===== config.mk =====
export PLATFORM = sky130hd
export DESIGN_NAME = sili_front
export DESIGN_NICKNAME = d
export VERILOG_FILES = /design/src/hw/rtl/sili_pkg.sv /design/src/hw/rtl/sili_front.sv
export SDC_FILE = /design/constraint.sdc
export NUM_CORES = 1
export LEC_CHECK = 0
export BUFFER_PORTS_ARGS = -buffer_cell sky130_fd_sc_hd__buf_2
export CORE_MARGIN = 1
export CORE_UTILIZATION = 52
export DETAILED_ROUTE_END_ITERATION = 16
export GPL_TIMING_DRIVEN = 0
export PLACE_DENSITY_LB_ADDON = 0.25
export SLEW_MARGIN = 20
export SYNTH_ARGS = -nofsm -noshare
export SYNTH_HDL_FRONTEND = slang
export SYNTH_SLANG_ARGS = --single-unit

===== constraint.sdc =====
create_clock -name clk -period 6.7 [get_ports clk]
set_input_delay 1.005 -clock clk [delete_from_list [all_inputs] [get_ports clk]]
set_output_delay 1.005 -clock clk [all_outputs]
set_load 0.1 [all_outputs]

===== src/hw/rtl/sili_pkg.sv =====
// Package for sorted_interval_list_intersect: command codes, sweep states,
// and the record passed from the front part to the sweep engine.
// No dependencies.
package sili_pkg;

    typedef enum logic [1:0] {
        CMD_LOAD_A = 2'd0,
        CMD_LOAD_B = 2'd1,
        CMD_RUN    = 2'd2,
        CMD_NOP    = 2'd3
    } cmd_t;

    typedef enum logic [1:0] {
        ST_IDLE,
        ST_READ,
        ST_CMP,
        ST_FLUSH
    } sweep_state_t;

    typedef struct packed {
        cmd_t        cmd;
        logic [31:0] start_pos;
        logic [31:0] end_pos;
        logic [7:0]  ancestry;
        logic [15:0] tag_a;
        logic [15:0] tag_b;
        logic [7:0]  chrom;
    } op_t;

    typedef struct packed {
        logic [15:0] tag_a_res;
        logic [15:0] tag_b_res;
        logic [7:0]  chrom_res;
        logic [8:0]  anc_a;
        logic [8:0]  anc_b;
        logic [31:0] overlap_start;
        logic [31:0] overlap_end;
        logic        last;
    } res_t;

    localparam logic [8:0]  ANC_NONE = 9'h1FF;
    localparam logic [31:0] POS_NONE = 32'hFFFF_FFFF;

endpackage


===== src/hw/rtl/sili_front.sv =====
// Front part: accepts items, drops no-ops, and queues them for the engine.
// Depends on sili_pkg.
module sili_front (
    input  logic            clk,
    input  logic            rst_n,
    input  logic            push,
    output logic            full,
    input  sili_pkg::op_t   in_op,
    output logic            q_valid,
    output sili_pkg::op_t   q_op,
    input  logic            q_take
);

    localparam int QD = 2;

    sili_pkg::op_t q_mem [QD];
    logic         wr_reg, wr_next;
    logic         rd_reg, rd_next;
    logic [1:0]   cnt_reg, cnt_next;
    logic         wen;

    assign full    = (cnt_reg == 2'(QD));
    assign wen     = push && !full && (in_op.cmd != sili_pkg::CMD_NOP);
    assign q_valid = (cnt_reg != 2'd0);
    assign q_op    = q_mem[rd_reg];

    always_comb
    begin
        wr_next  = wen ? !wr_reg : wr_reg;
        rd_next  = q_take ? !rd_reg : rd_reg;
        cnt_next = cnt_reg + 2'(wen) - 2'(q_take);
    end

    always_ff @(posedge clk)
    begin
        if (wen)
        begin
            q_mem[wr_reg] <= in_op;
        end
    end

    always_ff @(posedge clk or negedge rst_n)
    begin
        if (!rst_n)
        begin
            wr_reg  <= 1'b0;
            rd_reg  <= 1'b0;
            cnt_reg <= 2'd0;
        end
        else
        begin
            wr_reg  <= wr_next;
            rd_reg  <= rd_next;
            cnt_reg <= cnt_next;
        end
    end

    assert property (@(posedge clk) disable iff (!rst_n) cnt_reg <= 2'(QD))
        else $error("queue count overflow");
    assert property (@(posedge clk) disable iff (!rst_n) q_take |-> q_valid)
        else $error("take from empty queue");
    assert property (@(posedge clk) disable iff (!rst_n)
        (cnt_reg == 2'd0 && !wen) |=> cnt_reg == 2'd0)
        else $error("count rose without write");

endmodule


==> key figures <==
Global routing
  – Sum of overflow across all layers after global routing: 0
  – Met3 Usage GRT: 7.533%
  – Number of global-route vias before repair: 4581
  – Met1 Track Usage GR: 19.93%
  – Number of antenna violations at the first check in global routing: 1
  – Met2 Resource Use GR: 31.78%
  – Overall track demand over capacity in global routing: a little under a fifth
  – Wire length of the first global-routing pass: between 20000 and 25000 um
  – Routing layer with the top usage in global route: met2
  – Maximum number of pins on one net before global-route repair: 28

Setup path
  – Chain of cells forming the critical path: buf_6 -> buf_6 -> buf_6 -> mux2_4 -> buf_2
  – Crit path capture type: primary output
  – Endpoint of the most critical register-to-register path: q_mem[0][48]
  – Reg2reg path depth: 5
  – FF-to-FF setup slack: 4340 ps
  – Critical path launch point type: flop
  – Critical-path cell with the highest stage delay: dfrtp_1
  – Maximum cell stage delay along the critical path: 350 ps
  – Most frequent cell on the critical path: buf_6
  – Worst reg2reg startpoint: cnt_reg[1]
  – Required time at the worst-slack endpoint: approximately 5700 ps
  – Crit path max fanout: 10
  – Path type of the worst setup path: flop to primary output
  – Worst path arrival time: just under 2000 ps

Clocking
  – Count of instances resized after the clock tree is built: 0
  – TritonCTS clock tree: done
  – Clock sinks: 232
  – Clock root cell: clkbuf_16
  – Clock-pin transition on the worst setup and hold timing paths: 60 ps
  – Depth of the CTS H-tree: 1
  – Hold buffers post-CTS: 0
  – Clock latency on the worst-skew pair: 500 ps
  – Post-CTS Setup Repair Bufs: 0
  – Maximum buffer depth of the clock tree: 3
  – CTS buffer count: 24

Timing
  – Final count of negative-setup-slack endpoints: 0
  – Max Clock Skew: 10.06 ps
  – Portion of the clock cycle consumed by the worst path in the final layout: around 45%
  – Final max-slew violation count: 0
  – Max Clk Rate: 0.3341 GHz
  – Unrepaired setup endpoints after global routing: false
  – Worst Max-Slew Pin Slew: 779.8 ps
  – Number of failing hold endpoints at the final stage: 0
  – Relative slew slack: 47.89%
  – Final critical path time including I/O delays and setup: 2994 ps

Floorplanning
  – Core area: 16060 sq um
  – Cell Rows: 46
  – Die area: 17110 sq um
  – Number of ports placed on the die boundary: 234
  – Effective utilization at floorplan: 53.72%
  – Die span in y: 130.8 um
  – Chip width: around 130 um

Cells and area
  – Number of flip-flops in the largest register: 228
  – Diode insertion count for antenna repair: 0
  – NumNets Final: 760
  – Final-layout fill cell count: 1062
  – Area growth, synth to finish: 27.68%
  – Fraction of final layout cells sized beyond drive strength 1: 61.40%
  – Final standard cell area without fillers: 11010 sq um

Routing
  – Post-Route WL: 15790 um
  – Via total after detailed routing: around 4.4k
  – 1st-iter DRT viols: roughly 150
  – Detailed Routing Iterations Pass 1: 6
  – Antenna violation net count after detailed routing: 0
  – DRC violation count after routing: 0
  – Wire length per cell: 18.07 um
  – Vias/cell: between 5 and 6

Logic synthesis
  – Post-synth top area share: 79.37%
  – Area of the mapped netlist: 8626 sq um
  – Flip-flop and latch count after synthesis: 232
  – Number of distinct library cells after synthesis: 15
  – Post-synth top area cell: edfxtp_1
  – Post-Syn Instances: 373
  – Synth Net Count: 493
  – Warning count from the yosys run: 0
  – Fraction of the yosys area taken by sequential cells: 80.53%
  – Syn Area/Cell: approximately 23 sq um
  – Top cells by area, synth: edfxtp_1 79%, mux2_4 8.7%, mux2_2 8.4%

Place
  – Port Buffers: between 200 and 250
  – Placed Instance Area: 10250 sq um
  – Gp weighted congestion: between 0.6 and 0.7
  – Detailed Place HPWL: ~11000 um

Hold path
  – Min-Delay Path Class: primary input to async pin

Job
  – Max cap viols: 0

Run status
  – Status: finished clean
-- cells in the final DEF (no fill, tap or decap), drive strengths merged --
cell type	synthesis	layout
buf	13	254
edfxtp	228	228
mux2	114	114
clkbuf	0	35
clkinv	0	7
dfrtp	4	4
xnor2	3	3
nor2	2	2
inv	2	2
ha	2	2
bufinv	0	2
nor2b	1	1
nand2	1	1
nand3b	1	1
or2	1	1
xor2	1	1
-- final cells by class --
type	instances	area (sq um)	share of cell area, %
Inverter	2	7.507	0.06817
Sequential cell	232	6947	63.08
Clock buffer	35	663.1	6.021
Buffer	13	108.9	0.9884
Clock inverter	9	97.59	0.8862
Timing Repair Buffer	241	1341	12.18
Tap cell	216	270.3	2.454
Multi-Input combinational cell	126	1578	14.33
-- metal layers --
| metal | wire length (um) | share of wire [%] |
|---|---|---|
| met1 | 5898 | 37 |
| met2 | 7970 | 50 |
| met3 | 1625 | 10 |
| met4 | 284 | 1.8 |
| met5 | 13 | 0.082 |
-- through the flow --
step           setup TNS, ps  hold slack [ps]  cells  setup WS, ps  util (%)
3_3_place_gp         -530990            484.4    822         -2338     62.66
2_1_floorplan              0            468.1    373         113.0         -
4_1_cts                    0            284.6    874          3670     68.58
3_5_place_dp               0            529.5    830          3741     63.85
6_report                   0            303.0    874          3706     68.58
5_1_grt                    0            277.3    874          3604     68.58
-- worst max-delay path: cells and delay by family (launching register included) --
family	cells	cell delay, ps
buf+inv	4	810
flops	1	350
mux	1	320
-- Yosys cell counts --
| cell | number |
|---|---|
| buf_6 | 7 |
| nand3b_1 | 1 |
| ha_1 | 2 |
| mux2_2 | 64 |
| xor2_1 | 1 |
| buf_2 | 6 |
| nor2_1 | 2 |
| mux2_4 | 50 |
| inv_1 | 2 |
| nand2_1 | 1 |
| or2_2 | 1 |
| xnor2_1 | 3 |
| dfrtp_1 | 4 |
| nor2b_1 | 1 |
| edfxtp_1 | 228 |
-- cells by family after synthesis --
logic type | after synthesis | synth area share, %
xor+xnor | 4 | 0.4062
fa+ha+maj | 2 | 0.2901
buf+inv | 15 | 1.349
flops | 232 | 80.53
mux | 114 | 17.06
simple gates | 6 | 0.3628
-- worst max-delay path by stage --
stage / start / end / slack [ps] / cells after the start
floorplan: cnt_reg[1] / q_mem[0][0] / 110 / 3
global placement: in_op[112] / q_mem[1][28] / -2340 / 4
detailed placement: in_op[112] / q_mem[1][49] / 3740 / 6
CTS: rd_reg / q_op[72] / 3670 / 5
global route: rd_reg / q_op[72] / 3600 / 5
finish: rd_reg / q_op[72] / 3710 / 5
Power is not shown: default switching activity piles up to over one toggle a cycle in this logic, so the estimate is an artifact.
